[src/design/ipid_pkg.sv]
// ipid_pkg: shared types, widths and saturation helper for the incremental PID block
// no dependencies; used by ipid_mul and incremental_pid_controller
package ipid_pkg;

    localparam int unsigned DATA_W    = 32;
    localparam int unsigned OPND_W    = 34;
    localparam int unsigned PROD_W    = 2 * OPND_W;
    localparam int unsigned WIDE_W    = PROD_W + 2;
    localparam int unsigned UNIT_W    = 17;
    localparam int unsigned UNIT_BITS = 16;
    localparam int unsigned CFG_IDX_W = 4;

    localparam logic [UNIT_W-1:0] UNIT_ONE = 17'h10000;

    // register indexes of the configuration port
    localparam logic [CFG_IDX_W-1:0] REG_KP     = 4'd0;
    localparam logic [CFG_IDX_W-1:0] REG_KI     = 4'd1;
    localparam logic [CFG_IDX_W-1:0] REG_KD     = 4'd2;
    localparam logic [CFG_IDX_W-1:0] REG_DT     = 4'd3;
    localparam logic [CFG_IDX_W-1:0] REG_FLOOR  = 4'd4;
    localparam logic [CFG_IDX_W-1:0] REG_CEIL   = 4'd5;
    localparam logic [CFG_IDX_W-1:0] REG_WEIGHT = 4'd6;
    localparam logic [CFG_IDX_W-1:0] REG_IBOUND = 4'd7;

    // request to the serial multiplier
    typedef struct packed {
        logic                     start;
        logic signed [OPND_W-1:0] a;
        logic signed [OPND_W-1:0] b;
    } mul_req_t;

    // answer from the serial multiplier
    typedef struct packed {
        logic                     done;
        logic signed [PROD_W-1:0] product;
    } mul_rsp_t;

    // saturate a wide signed value to 32-bit signed
    function automatic logic signed [DATA_W-1:0] sat32(input logic signed [WIDE_W-1:0] v);
        logic signed [WIDE_W-1:0] hi_lim;
        logic signed [WIDE_W-1:0] lo_lim;
        hi_lim = WIDE_W'(32'sh7FFF_FFFF);
        lo_lim = -hi_lim - WIDE_W'(1);
        if (v > hi_lim) begin
            return 32'sh7FFF_FFFF;
        end else if (v < lo_lim) begin
            return 32'sh8000_0000;
        end
        return v[DATA_W-1:0];
    endfunction

    // 17-bit unit value from the low 17 bits of v; a value above one there acts as one
    function automatic logic [UNIT_W-1:0] unit_clip(input logic [DATA_W-1:0] v);
        if (v[UNIT_W-1:0] > UNIT_ONE) begin
            return UNIT_ONE;
        end
        return v[UNIT_W-1:0];
    endfunction

endpackage

[src/design/ipid_mul.sv]
// ipid_mul: radix-2 shift-add signed multiplier, one multiplier bit per cycle
// depends on ipid_pkg
module ipid_mul (
    input  logic               aclk,
    input  logic               aresetn,
    input  ipid_pkg::mul_req_t req,
    output ipid_pkg::mul_rsp_t rsp
);
    import ipid_pkg::*;

    localparam logic [5:0] LAST = 6'(OPND_W - 1);

    logic                     busy_reg;
    logic                     done_reg;
    logic [5:0]               cnt_reg;
    logic signed [OPND_W-1:0] a_reg;
    logic signed [OPND_W-1:0] hi_reg;
    logic [OPND_W-1:0]        lo_reg;
    logic signed [OPND_W:0]   addend;
    logic signed [OPND_W:0]   sum;

    // top multiplier bit carries negative weight
    always_comb begin
        if (!lo_reg[0]) begin
            addend = '0;
        end else if (cnt_reg == LAST) begin
            addend = -{a_reg[OPND_W-1], a_reg};
        end else begin
            addend = {a_reg[OPND_W-1], a_reg};
        end
        sum = {hi_reg[OPND_W-1], hi_reg} + addend;
    end

    // control
    always_ff @(posedge aclk) begin
        if (!aresetn) begin
            busy_reg <= 1'b0;
            done_reg <= 1'b0;
            cnt_reg  <= '0;
        end else begin
            done_reg <= busy_reg && (cnt_reg == LAST);
            if (req.start) begin
                busy_reg <= 1'b1;
                cnt_reg  <= '0;
            end else if (busy_reg) begin
                cnt_reg <= cnt_reg + 6'd1;
                if (cnt_reg == LAST) begin
                    busy_reg <= 1'b0;
                end
            end
        end
    end

    // partial product shift line
    always_ff @(posedge aclk) begin
        if (req.start) begin
            a_reg  <= req.a;
            hi_reg <= '0;
            lo_reg <= req.b;
        end else if (busy_reg) begin
            hi_reg <= sum[OPND_W:1];
            lo_reg <= {sum[0], lo_reg[OPND_W-1:1]};
        end
    end

    assign rsp.done    = done_reg;
    assign rsp.product = {hi_reg, lo_reg};

endmodule

[src/design/incremental_pid_controller.sv]
// incremental_pid_controller: top level of the fixed-point incremental PID loop
// depends on ipid_pkg and ipid_mul
//
// One request carries a measurement, a setpoint and a restart flag and gives one
// drive value. All five products (filter, integral increment, three gain terms)
// share one bit-serial multiplier and are formed one after another; a new request
// is taken only after the last one has reached the output state. A finished
// result sits in the output register, and the next request is taken while it
// waits. Values are signed Q16.16; products round half up and every sum
// saturates to 32 bits. Configuration writes take effect at once and should be
// made only while no request is in flight.
module incremental_pid_controller #(
    parameter int RATE_STEP_LIMIT = 65536,
    parameter int FRACTION_BITS   = 16
) (
    input  logic                              aclk,
    input  logic                              aresetn,
    input  logic                              s_valid,
    output logic                              s_ready,
    input  logic signed [ipid_pkg::DATA_W-1:0] s_measured_value,
    input  logic signed [ipid_pkg::DATA_W-1:0] s_setpoint,
    input  logic                              s_restart,
    output logic                              m_valid,
    input  logic                              m_ready,
    output logic signed [ipid_pkg::DATA_W-1:0] m_drive,
    output logic                              m_limited,
    input  logic                              cfg_wr_en,
    input  logic [ipid_pkg::CFG_IDX_W-1:0]    cfg_index,
    input  logic [ipid_pkg::DATA_W-1:0]       cfg_data
);
    import ipid_pkg::*;

    typedef enum logic [7:0] {
        ST_IDLE  = 8'b0000_0001,
        ST_ISSUE = 8'b0000_0010,
        ST_WAIT  = 8'b0000_0100,
        ST_ERR   = 8'b0000_1000,
        ST_CLAMP = 8'b0001_0000,
        ST_SUM   = 8'b0010_0000,
        ST_LIM   = 8'b0100_0000,
        ST_OUT   = 8'b1000_0000
    } state_t;

    typedef enum logic [2:0] {
        OP_FILT, OP_INT, OP_P, OP_I, OP_D
    } op_t;

    localparam logic signed [WIDE_W-1:0] HALF_F = WIDE_W'(1) <<< (FRACTION_BITS - 1);
    localparam logic signed [WIDE_W-1:0] HALF_U = WIDE_W'(1) <<< (UNIT_BITS - 1);
    localparam logic signed [OPND_W-1:0] RATE   = OPND_W'(RATE_STEP_LIMIT);

    state_t state_reg;
    op_t    op_reg;

    // configuration registers
    logic signed [DATA_W-1:0] kp_reg, ki_reg, kd_reg, floor_reg, ceil_reg;
    logic [UNIT_W-1:0]        dt_reg, weight_reg;
    logic [DATA_W-2:0]        ibound_reg;

    // loop state and working registers
    logic signed [DATA_W-1:0] meas_reg, target_reg;
    logic signed [DATA_W-1:0] filt_reg, e1_reg, e2_reg, drive_reg, integ_reg;
    logic signed [DATA_W-1:0] e_reg, de1_reg, de2_reg, p1_reg, p2_reg, p3_reg, du_reg;
    logic signed [DATA_W-1:0] u_reg;
    logic                     lim_flag_reg, skip_reg;
    logic signed [DATA_W-1:0] out_drive_reg;
    logic                     out_lim_reg, out_valid_reg;

    mul_req_t mreq;
    mul_rsp_t mrsp;

    ipid_mul u_mul (
        .aclk    (aclk),
        .aresetn (aresetn),
        .req     (mreq),
        .rsp     (mrsp)
    );

    logic signed [WIDE_W-1:0] prod_w;
    logic signed [DATA_W-1:0] rnd_f, rnd_u, filt_next, integ_next;
    logic signed [DATA_W-1:0] e_next, de1_next, de2_next;
    logic signed [DATA_W-1:0] ibound_pos, ibound_neg;
    logic signed [OPND_W-1:0] raw, lim, upper, lower;
    logic                     out_free;

    // rounding of the multiplier result
    always_comb begin
        prod_w     = WIDE_W'(mrsp.product);
        rnd_f      = sat32((prod_w + HALF_F) >>> FRACTION_BITS);
        rnd_u      = sat32((prod_w + HALF_U) >>> UNIT_BITS);
        filt_next  = sat32(((WIDE_W'(filt_reg) <<< UNIT_BITS) + prod_w + HALF_U) >>> UNIT_BITS);
        integ_next = sat32(WIDE_W'(integ_reg) + WIDE_W'(rnd_u));
    end

    // error and its differences
    always_comb begin
        e_next   = sat32(WIDE_W'(target_reg) - WIDE_W'(filt_reg));
        de1_next = sat32(WIDE_W'(e_next) - WIDE_W'(e1_reg));
        de2_next = sat32(WIDE_W'(e_next) - (WIDE_W'(e1_reg) <<< 1) + WIDE_W'(e2_reg));
        ibound_pos = {1'b0, ibound_reg};
        ibound_neg = -ibound_pos;
    end

    // rate limit then output clamp
    always_comb begin
        raw   = OPND_W'(drive_reg) + OPND_W'(du_reg);
        upper = OPND_W'(drive_reg) + RATE;
        lower = OPND_W'(drive_reg) - RATE;
        lim   = raw;
        if (lim > upper) begin
            lim = upper;
        end
        if (lim < lower) begin
            lim = lower;
        end
        if (lim > OPND_W'(ceil_reg)) begin
            lim = OPND_W'(ceil_reg);
        end
        if (lim < OPND_W'(floor_reg)) begin
            lim = OPND_W'(floor_reg);
        end
    end

    // multiplier operand selection
    always_comb begin
        mreq.start = (state_reg == ST_ISSUE);
        mreq.a     = '0;
        mreq.b     = '0;
        case (op_reg)
            OP_FILT: begin
                mreq.a = OPND_W'(meas_reg) - OPND_W'(filt_reg);
                mreq.b = OPND_W'(weight_reg);
            end
            OP_INT: begin
                mreq.a = OPND_W'(e_reg);
                mreq.b = OPND_W'(dt_reg);
            end
            OP_P: begin
                mreq.a = OPND_W'(kp_reg);
                mreq.b = OPND_W'(de1_reg);
            end
            OP_I: begin
                mreq.a = OPND_W'(ki_reg);
                mreq.b = OPND_W'(integ_reg);
            end
            OP_D: begin
                mreq.a = OPND_W'(kd_reg);
                mreq.b = OPND_W'(de2_reg);
            end
            default: begin
                mreq.a = '0;
                mreq.b = '0;
            end
        endcase
    end

    assign s_ready  = (state_reg == ST_IDLE);
    assign out_free = !out_valid_reg || m_ready;

    // configuration writes
    always_ff @(posedge aclk) begin
        if (!aresetn) begin
            kp_reg     <= '0;
            ki_reg     <= '0;
            kd_reg     <= '0;
            dt_reg     <= UNIT_ONE;
            floor_reg  <= 32'sh8000_0000;
            ceil_reg   <= 32'sh7FFF_FFFF;
            weight_reg <= UNIT_ONE;
            ibound_reg <= '1;
        end else if (cfg_wr_en) begin
            unique case (cfg_index)
                REG_KP:     kp_reg     <= cfg_data;
                REG_KI:     ki_reg     <= cfg_data;
                REG_KD:     kd_reg     <= cfg_data;
                REG_DT:     dt_reg     <= unit_clip(cfg_data);
                REG_FLOOR:  floor_reg  <= cfg_data;
                REG_CEIL:   ceil_reg   <= cfg_data;
                REG_WEIGHT: weight_reg <= unit_clip(cfg_data);
                REG_IBOUND: ibound_reg <= cfg_data[DATA_W-2:0];
                default: ;
            endcase
        end
    end

    // sequencer and loop state
    always_ff @(posedge aclk) begin
        if (!aresetn) begin
            state_reg <= ST_IDLE;
            op_reg    <= OP_FILT;
            filt_reg  <= '0;
            e1_reg    <= '0;
            e2_reg    <= '0;
            drive_reg <= '0;
            integ_reg <= '0;
        end else begin
            unique case (state_reg)
                ST_IDLE: begin
                    if (s_valid) begin
                        meas_reg   <= s_measured_value;
                        target_reg <= s_setpoint;
                        if (s_restart) begin
                            filt_reg  <= '0;
                            e1_reg    <= '0;
                            e2_reg    <= '0;
                            drive_reg <= '0;
                            integ_reg <= '0;
                        end
                        op_reg    <= OP_FILT;
                        state_reg <= ST_ISSUE;
                    end
                end
                ST_ISSUE: state_reg <= ST_WAIT;
                ST_WAIT: begin
                    if (mrsp.done) begin
                        case (op_reg)
                            OP_FILT: begin
                                filt_reg  <= filt_next;
                                state_reg <= ST_ERR;
                            end
                            OP_INT: begin
                                if (!skip_reg) begin
                                    integ_reg <= integ_next;
                                end
                                state_reg <= ST_CLAMP;
                            end
                            OP_P: begin
                                p1_reg    <= rnd_f;
                                op_reg    <= OP_I;
                                state_reg <= ST_ISSUE;
                            end
                            OP_I: begin
                                p2_reg    <= rnd_f;
                                op_reg    <= OP_D;
                                state_reg <= ST_ISSUE;
                            end
                            default: begin
                                p3_reg    <= rnd_f;
                                state_reg <= ST_SUM;
                            end
                        endcase
                    end
                end
                ST_ERR: begin
                    e_reg     <= e_next;
                    de1_reg   <= de1_next;
                    de2_reg   <= de2_next;
                    // anti-windup: hold the integral while pushing into a bound
                    skip_reg  <= (drive_reg >= ceil_reg && e_next > 0) ||
                                 (drive_reg <= floor_reg && e_next < 0);
                    op_reg    <= OP_INT;
                    state_reg <= ST_ISSUE;
                end
                ST_CLAMP: begin
                    if (integ_reg > ibound_pos) begin
                        integ_reg <= ibound_pos;
                    end else if (integ_reg < ibound_neg) begin
                        integ_reg <= ibound_neg;
                    end
                    op_reg    <= OP_P;
                    state_reg <= ST_ISSUE;
                end
                ST_SUM: begin
                    du_reg    <= sat32(WIDE_W'(p1_reg) + WIDE_W'(p2_reg) + WIDE_W'(p3_reg));
                    state_reg <= ST_LIM;
                end
                ST_LIM: begin
                    u_reg        <= lim[DATA_W-1:0];
                    lim_flag_reg <= (lim != raw);
                    drive_reg    <= lim[DATA_W-1:0];
                    e2_reg       <= e1_reg;
                    e1_reg       <= e_reg;
                    state_reg    <= ST_OUT;
                end
                ST_OUT: begin
                    if (out_free) begin
                        state_reg <= ST_IDLE;
                    end
                end
                default: state_reg <= ST_IDLE;
            endcase
        end
    end

    // output register
    always_ff @(posedge aclk) begin
        if (!aresetn) begin
            out_valid_reg <= 1'b0;
        end else if (state_reg == ST_OUT && out_free) begin
            out_valid_reg <= 1'b1;
        end else if (m_ready) begin
            out_valid_reg <= 1'b0;
        end
    end

    always_ff @(posedge aclk) begin
        if (state_reg == ST_OUT && out_free) begin
            out_drive_reg <= u_reg;
            out_lim_reg   <= lim_flag_reg;
        end
    end

    assign m_valid   = out_valid_reg;
    assign m_drive   = out_drive_reg;
    assign m_limited = out_lim_reg;

    // multiplier answers only while the sequencer waits for it
    a_mul_done: assert property (@(posedge aclk) disable iff (!aresetn)
        mrsp.done |-> (state_reg == ST_WAIT))
        else $error("multiplier result outside wait state");

    // a new result only comes out of the output state
    a_out_src: assert property (@(posedge aclk) disable iff (!aresetn)
        (m_valid && !$past(m_valid)) |-> $past(state_reg == ST_OUT))
        else $error("result raised without output state");

    // integral stays inside its bound after clamping
    a_int_bound: assert property (@(posedge aclk) disable iff (!aresetn)
        (state_reg == ST_CLAMP && !cfg_wr_en) |=>
            (integ_reg <= ibound_pos && integ_reg >= ibound_neg))
        else $error("integral outside bound");

endmodule
[config.mk]
export PLATFORM = sky130hd
export DESIGN_NAME = incremental_pid_controller
export DESIGN_NICKNAME = d
export VERILOG_FILES = /design/src/design/ipid_pkg.sv /design/src/design/ipid_mul.sv /design/src/design/incremental_pid_controller.sv
export SDC_FILE = /design/constraint.sdc
export NUM_CORES = 2
export LEC_CHECK = 0
export ABC_AREA = 0
export BUFFER_PORTS_ARGS = -buffer_cell sky130_fd_sc_hd__buf_4
export CAP_MARGIN = 40
export CORE_UTILIZATION = 25
export DETAILED_ROUTE_END_ITERATION = 10
export GPL_TIMING_DRIVEN = 0
export PLACE_DENSITY = 0.42
export SYNTH_ARGS = -nofsm -noshare
export SYNTH_HDL_FRONTEND = slang
export SYNTH_SLANG_ARGS = --single-unit
[constraint.sdc]
create_clock -name aclk -period 14.6 [get_ports aclk]
set_input_delay 3.65 -clock aclk [delete_from_list [all_inputs] [get_ports aclk]]
set_output_delay 3.65 -clock aclk [all_outputs]
set_load 0.01 [all_outputs]
==> flow_results.xml <==
<?xml version="1.0" encoding="UTF-8"?>
<metrics>
  <group name="detailed_routing">
    <metric name="drt_first_iter_violations" unit="">5124</metric>
    <metric name="wirelength" unit="mm">279</metric>
    <metric name="drcViolationCount" unit="">2</metric>
    <metric name="detail_route.first_pass.iterations" unit="">9</metric>
    <metric name="route.vias.total" unit="">56800</metric>
    <metric name="postRouteAntennaNets" unit="">0</metric>
    <metric name="post_drt_via_cell_ratio" unit="">5.28</metric>
    <metric name="wl_per_cell" unit="µm">25.9</metric>
  </group>
  <group name="setup_path">
    <metric name="worst_path_max_delay_cell" unit="">sky130_fd_sc_hd__a221o_1</metric>
    <metric name="worst_path_largest_cell_delay" unit="ns">0.55</metric>
    <metric name="startpoint_type" unit="">register</metric>
    <metric name="crit_fanout" unit="">9</metric>
    <metric name="end_kind" unit="">register</metric>
    <metric name="worstPathRequired" unit="ns">15.04</metric>
    <metric name="critical_path.most_common_cell" unit="">sky130_fd_sc_hd__nand4_1</metric>
    <metric name="path_class" unit="">register to register</metric>
    <metric name="reg2reg_from" unit="">du_reg[0]</metric>
    <metric name="setup.reg_to_reg.worst_slack" unit="ns">-0.54</metric>
    <metric name="worstRegToRegCells" unit="">63</metric>
    <metric name="critical_path_arrival" unit="ns">15.58</metric>
    <metric name="timing.rr.end" unit="">lim_flag_reg</metric>
  </group>
  <group name="sta">
    <metric name="finalHoldViolCount" unit="">0</metric>
    <metric name="worstMarginPinSlew" unit="ns">1.05</metric>
    <metric name="worst_path_setup_slack_after_routing" unit="ns">-0.536</metric>
    <metric name="rsz0062_at_grt" unit="">true</metric>
    <metric name="max_slew_margin" unit="%">29.2</metric>
    <metric name="shortest_period_the_worst_path_allows" unit="ns">15.14</metric>
    <metric name="achievable-frequency" unit="GHz">0.0661</metric>
    <metric name="final.period_utilization" unit="%">104</metric>
    <metric name="finalMaxSlewViolations" unit="">0</metric>
    <metric name="report.final.setup_viol" unit="">1</metric>
    <metric name="timing.clock.skew" unit="ns">0.0959</metric>
  </group>
  <group name="power_and_ir_drop">
    <metric name="ir_worst_vdd" unit="µV">108</metric>
    <metric name="power.density" unit="nW/µm²">130</metric>
    <metric name="cellLeakagePower" unit="nW">28.1</metric>
  </group>
  <group name="run">
    <metric name="number_of_maximum_capacitance_violations" unit="">0</metric>
  </group>
  <group name="placement">
    <metric name="total_half_perimeter_wirelength_after_legalization_and_detailed_placement" unit="mm">229</metric>
    <metric name="finalWeightedCongestion" unit="">1.01</metric>
    <metric name="buffer_ports.inserted" unit="">120</metric>
    <metric name="placedCellCount" unit="">10400</metric>
  </group>
  <group name="floorplan">
    <metric name="floorplan.die.height" unit="µm">499</metric>
    <metric name="ioPinCount" unit="">141</metric>
    <metric name="dieWidth" unit="µm">499</metric>
    <metric name="die_area" unit="µm²">249000</metric>
    <metric name="core.rowCount" unit="">181</metric>
    <metric name="floorplan.core_area" unit="µm²">244000</metric>
    <metric name="start_util" unit="%">25.2</metric>
  </group>
  <group name="global_routing">
    <metric name="grt_pass1_wl" unit="mm">393</metric>
    <metric name="grt_remaining_overflow" unit="">0</metric>
    <metric name="grt.total_usage" unit="%">21.7</metric>
    <metric name="number_of_antenna_violations_at_the_first_check_in_global_routing" unit="">19</metric>
    <metric name="grt_max_degree" unit="">65</metric>
    <metric name="first_global_vias" unit="">54700</metric>
  </group>
  <group name="layout">
    <metric name="fill_cells" unit="">25600</metric>
    <metric name="fin_nets" unit="">8221</metric>
    <metric name="layout-drive-gt1-share" unit="%">12.0</metric>
    <metric name="fin_util" unit="%">30.3</metric>
    <metric name="instances_no_fill" unit="">10800</metric>
    <metric name="relative_area_change_from_synthesis_to_final_layout" unit="%">20.1</metric>
  </group>
  <group name="yosys">
    <metric name="synthFlopType" unit="">sky130_fd_sc_hd__dfxtp_1</metric>
    <metric name="syn_avg_cell_area" unit="µm²">8.80</metric>
    <metric name="post_synth_edffs" unit="">422</metric>
    <metric name="async_flop_share" unit="%">0</metric>
    <metric name="yosys.cell_types.count" unit="">111</metric>
    <metric name="ys_seq_area_share" unit="%">34.8</metric>
    <metric name="yosysWarningCount" unit="">0</metric>
    <metric name="flops_latches_synth" unit="">861</metric>
    <metric name="synth.cell_area" unit="µm²">61700</metric>
    <metric name="postSynthNetCount" unit="">7760</metric>
    <metric name="post_synth_inst_count" unit="">7009</metric>
  </group>
  <group name="cts">
    <metric name="clk_pin_slew_worst_paths" unit="ns">0.06</metric>
    <metric name="cts_htree_levels" unit="">3</metric>
    <metric name="clk_latency" unit="ns">0.81</metric>
    <metric name="clk_root_buffer_cell" unit="">sky130_fd_sc_hd__clkbuf_16</metric>
    <metric name="tritoncts" unit="">done</metric>
    <metric name="cts_buffers" unit="">106</metric>
    <metric name="cts_sinks" unit="">861</metric>
    <metric name="cts_buffer_depth" unit="">3</metric>
  </group>
  <group name="hold_path">
    <metric name="hold_path_depth" unit="">0</metric>
    <metric name="hold_start" unit="">u_reg[1]</metric>
    <metric name="timing.hold.worst_endpoint" unit="">m_drive[1]</metric>
    <metric name="timing.hold.worst.class" unit="">register to register</metric>
  </group>
  <group name="outcome">
    <metric name="violations" unit="">design-rule violations, negative setup slack</metric>
    <metric name="outcome" unit="">finished with violations</metric>
  </group>
</metrics>
## stage by stage
step	setup TNS [ns]	hold WS [ns]	power, mW	worst slack (ns)	instance area (µm²)
2_1_floorplan	0	0.400	5.41	0.0580	61700
3_3_place_gp	-445.86	0.406	6.74	-7.37	66600
3_5_place_dp	-369.59	0.405	6.82	-6.17	67900
4_1_cts	-0.541	0.401	9.62	-0.526	73500
5_1_grt	-7.50	0.407	10.1	-0.860	74100
6_report	-0.536	0.388	9.60	-0.536	74100
## timing repair
action	4_1_cts	5_1_grt
setup endpoints to repair	65	65
cloned	1	0
resized for setup	261	85
setup buffers	86	37
hold buffers	0	0
pin swaps	71	63
## synth_stat cells (74+ instances only)
| library cell | instances | area share (%) |
|---|---|---|
| sky130_fd_sc_hd__o21ai_0 | 384 | 3.1 |
| sky130_fd_sc_hd__nand3_1 | 281 | 2.3 |
| sky130_fd_sc_hd__a21o_1 | 191 | 2.3 |
| sky130_fd_sc_hd__nor2_1 | 363 | 2.2 |
| sky130_fd_sc_hd__dfxtp_1 | 439 | 14 |
| sky130_fd_sc_hd__a21oi_1 | 717 | 5.8 |
| sky130_fd_sc_hd__mux2i_1 | 87 | 1.4 |
| sky130_fd_sc_hd__ha_1 | 573 | 12 |
| sky130_fd_sc_hd__xor2_1 | 152 | 2.2 |
| sky130_fd_sc_hd__nand4_1 | 92 | 0.93 |
| sky130_fd_sc_hd__nor2b_1 | 74 | 0.75 |
| sky130_fd_sc_hd__o211ai_1 | 94 | 1.1 |
| sky130_fd_sc_hd__edfxtp_1 | 422 | 21 |
| sky130_fd_sc_hd__xnor2_1 | 296 | 4.2 |
| sky130_fd_sc_hd__clkbuf_1 | 300 | 1.8 |
| sky130_fd_sc_hd__nor3_1 | 116 | 0.94 |
| sky130_fd_sc_hd__inv_1 | 329 | 2.0 |
| sky130_fd_sc_hd__nand2_1 | 872 | 5.3 |
## power by group
part           switching (mW)  leakage, nW  total [mW]  internal, mW
clock network            1.17         1.75        2.76          1.60
logic                    2.39         19.0        3.76          1.36
registers               0.274         7.36        3.08          2.81
## metal layers
layer	GRT usage (%)	vias up	part of all wire, %
met5	0	-	0.0086
met4	10.6	4	5.4
met3	3.18	529	5.4
met2	35.4	1922	45
met1	28.0	27800	44
li1	-	26600	-
## cells by family after synthesis
kind of cell               count (synthesis)  synth area share, %
AOI/OAI and AO/OA                       1984                 20.2
xor gates and xnor gates                 449                 6.39
adders and majority gates                670                 14.4
buffers and inverters                    678                 4.20
DFF                                      861                 34.8
muxes                                    168                 3.22
and+or+nand+nor                         2199                 16.8
## worst max-delay path by stage
stage / startpoint / cells after the start / endpoint
2_1_floorplan: drive_reg[0] / 68 / lim_flag_reg
3_3_place_gp: drive_reg[0] / 65 / drive_reg[31]
3_5_place_dp: drive_reg[0] / 65 / drive_reg[31]
4_1_cts: du_reg[0] / 66 / lim_flag_reg
5_1_grt: du_reg[6] / 69 / lim_flag_reg
6_report: du_reg[0] / 63 / lim_flag_reg
## layout by cell type, fill, tap and decap left out, types with 94 or more instances in the layout
cell and count:
sky130_fd_sc_hd__inv_1 323, sky130_fd_sc_hd__a21oi_1 697, sky130_fd_sc_hd__dfxtp_1 418, sky130_fd_sc_hd__xor2_1 144, sky130_fd_sc_hd__buf_4 271, sky130_fd_sc_hd__xnor2_1 295
sky130_fd_sc_hd__nor3_1 107, sky130_fd_sc_hd__nand2_1 862, sky130_fd_sc_hd__o21ai_0 371, sky130_fd_sc_hd__o211ai_1 94, sky130_fd_sc_hd__nand3_1 277, sky130_fd_sc_hd__ha_1 556
sky130_fd_sc_hd__clkbuf_1 292, sky130_fd_sc_hd__clkbuf_16 117, sky130_fd_sc_hd__nor2_1 352, sky130_fd_sc_hd__edfxtp_1 422, sky130_fd_sc_hd__a21o_1 191
## worst max-delay path: cells and delay by family (launching register included)
kind                       cells  cell delay, ns
adders and majority gates      6            1.85
and+or+nand+nor               26            5.78
buffers and inverters         11            1.65
muxes                          2            0.64
AOI/OAI and AO/OA             18            4.35
DFF                            1            0.46
## final cells by class
cell class / instances / area, µm² / share of cell area, %
Clock inverter: 61 / 681 / 0.919
Sequential cell: 861 / 21500 / 29.0
Multi-Input combinational cell: 5470 / 38800 / 52.4
Inverter: 332 / 1260 / 1.70
Buffer: 341 / 1720 / 2.32
Antenna cell: 5 / 12.5 / 0.0169
Clock buffer: 138 / 2920 / 3.95
Timing Repair Buffer: 358 / 3160 / 4.27
Tap cell: 3202 / 4010 / 5.41
Note: power is estimated with default switching activity, not from simulation.
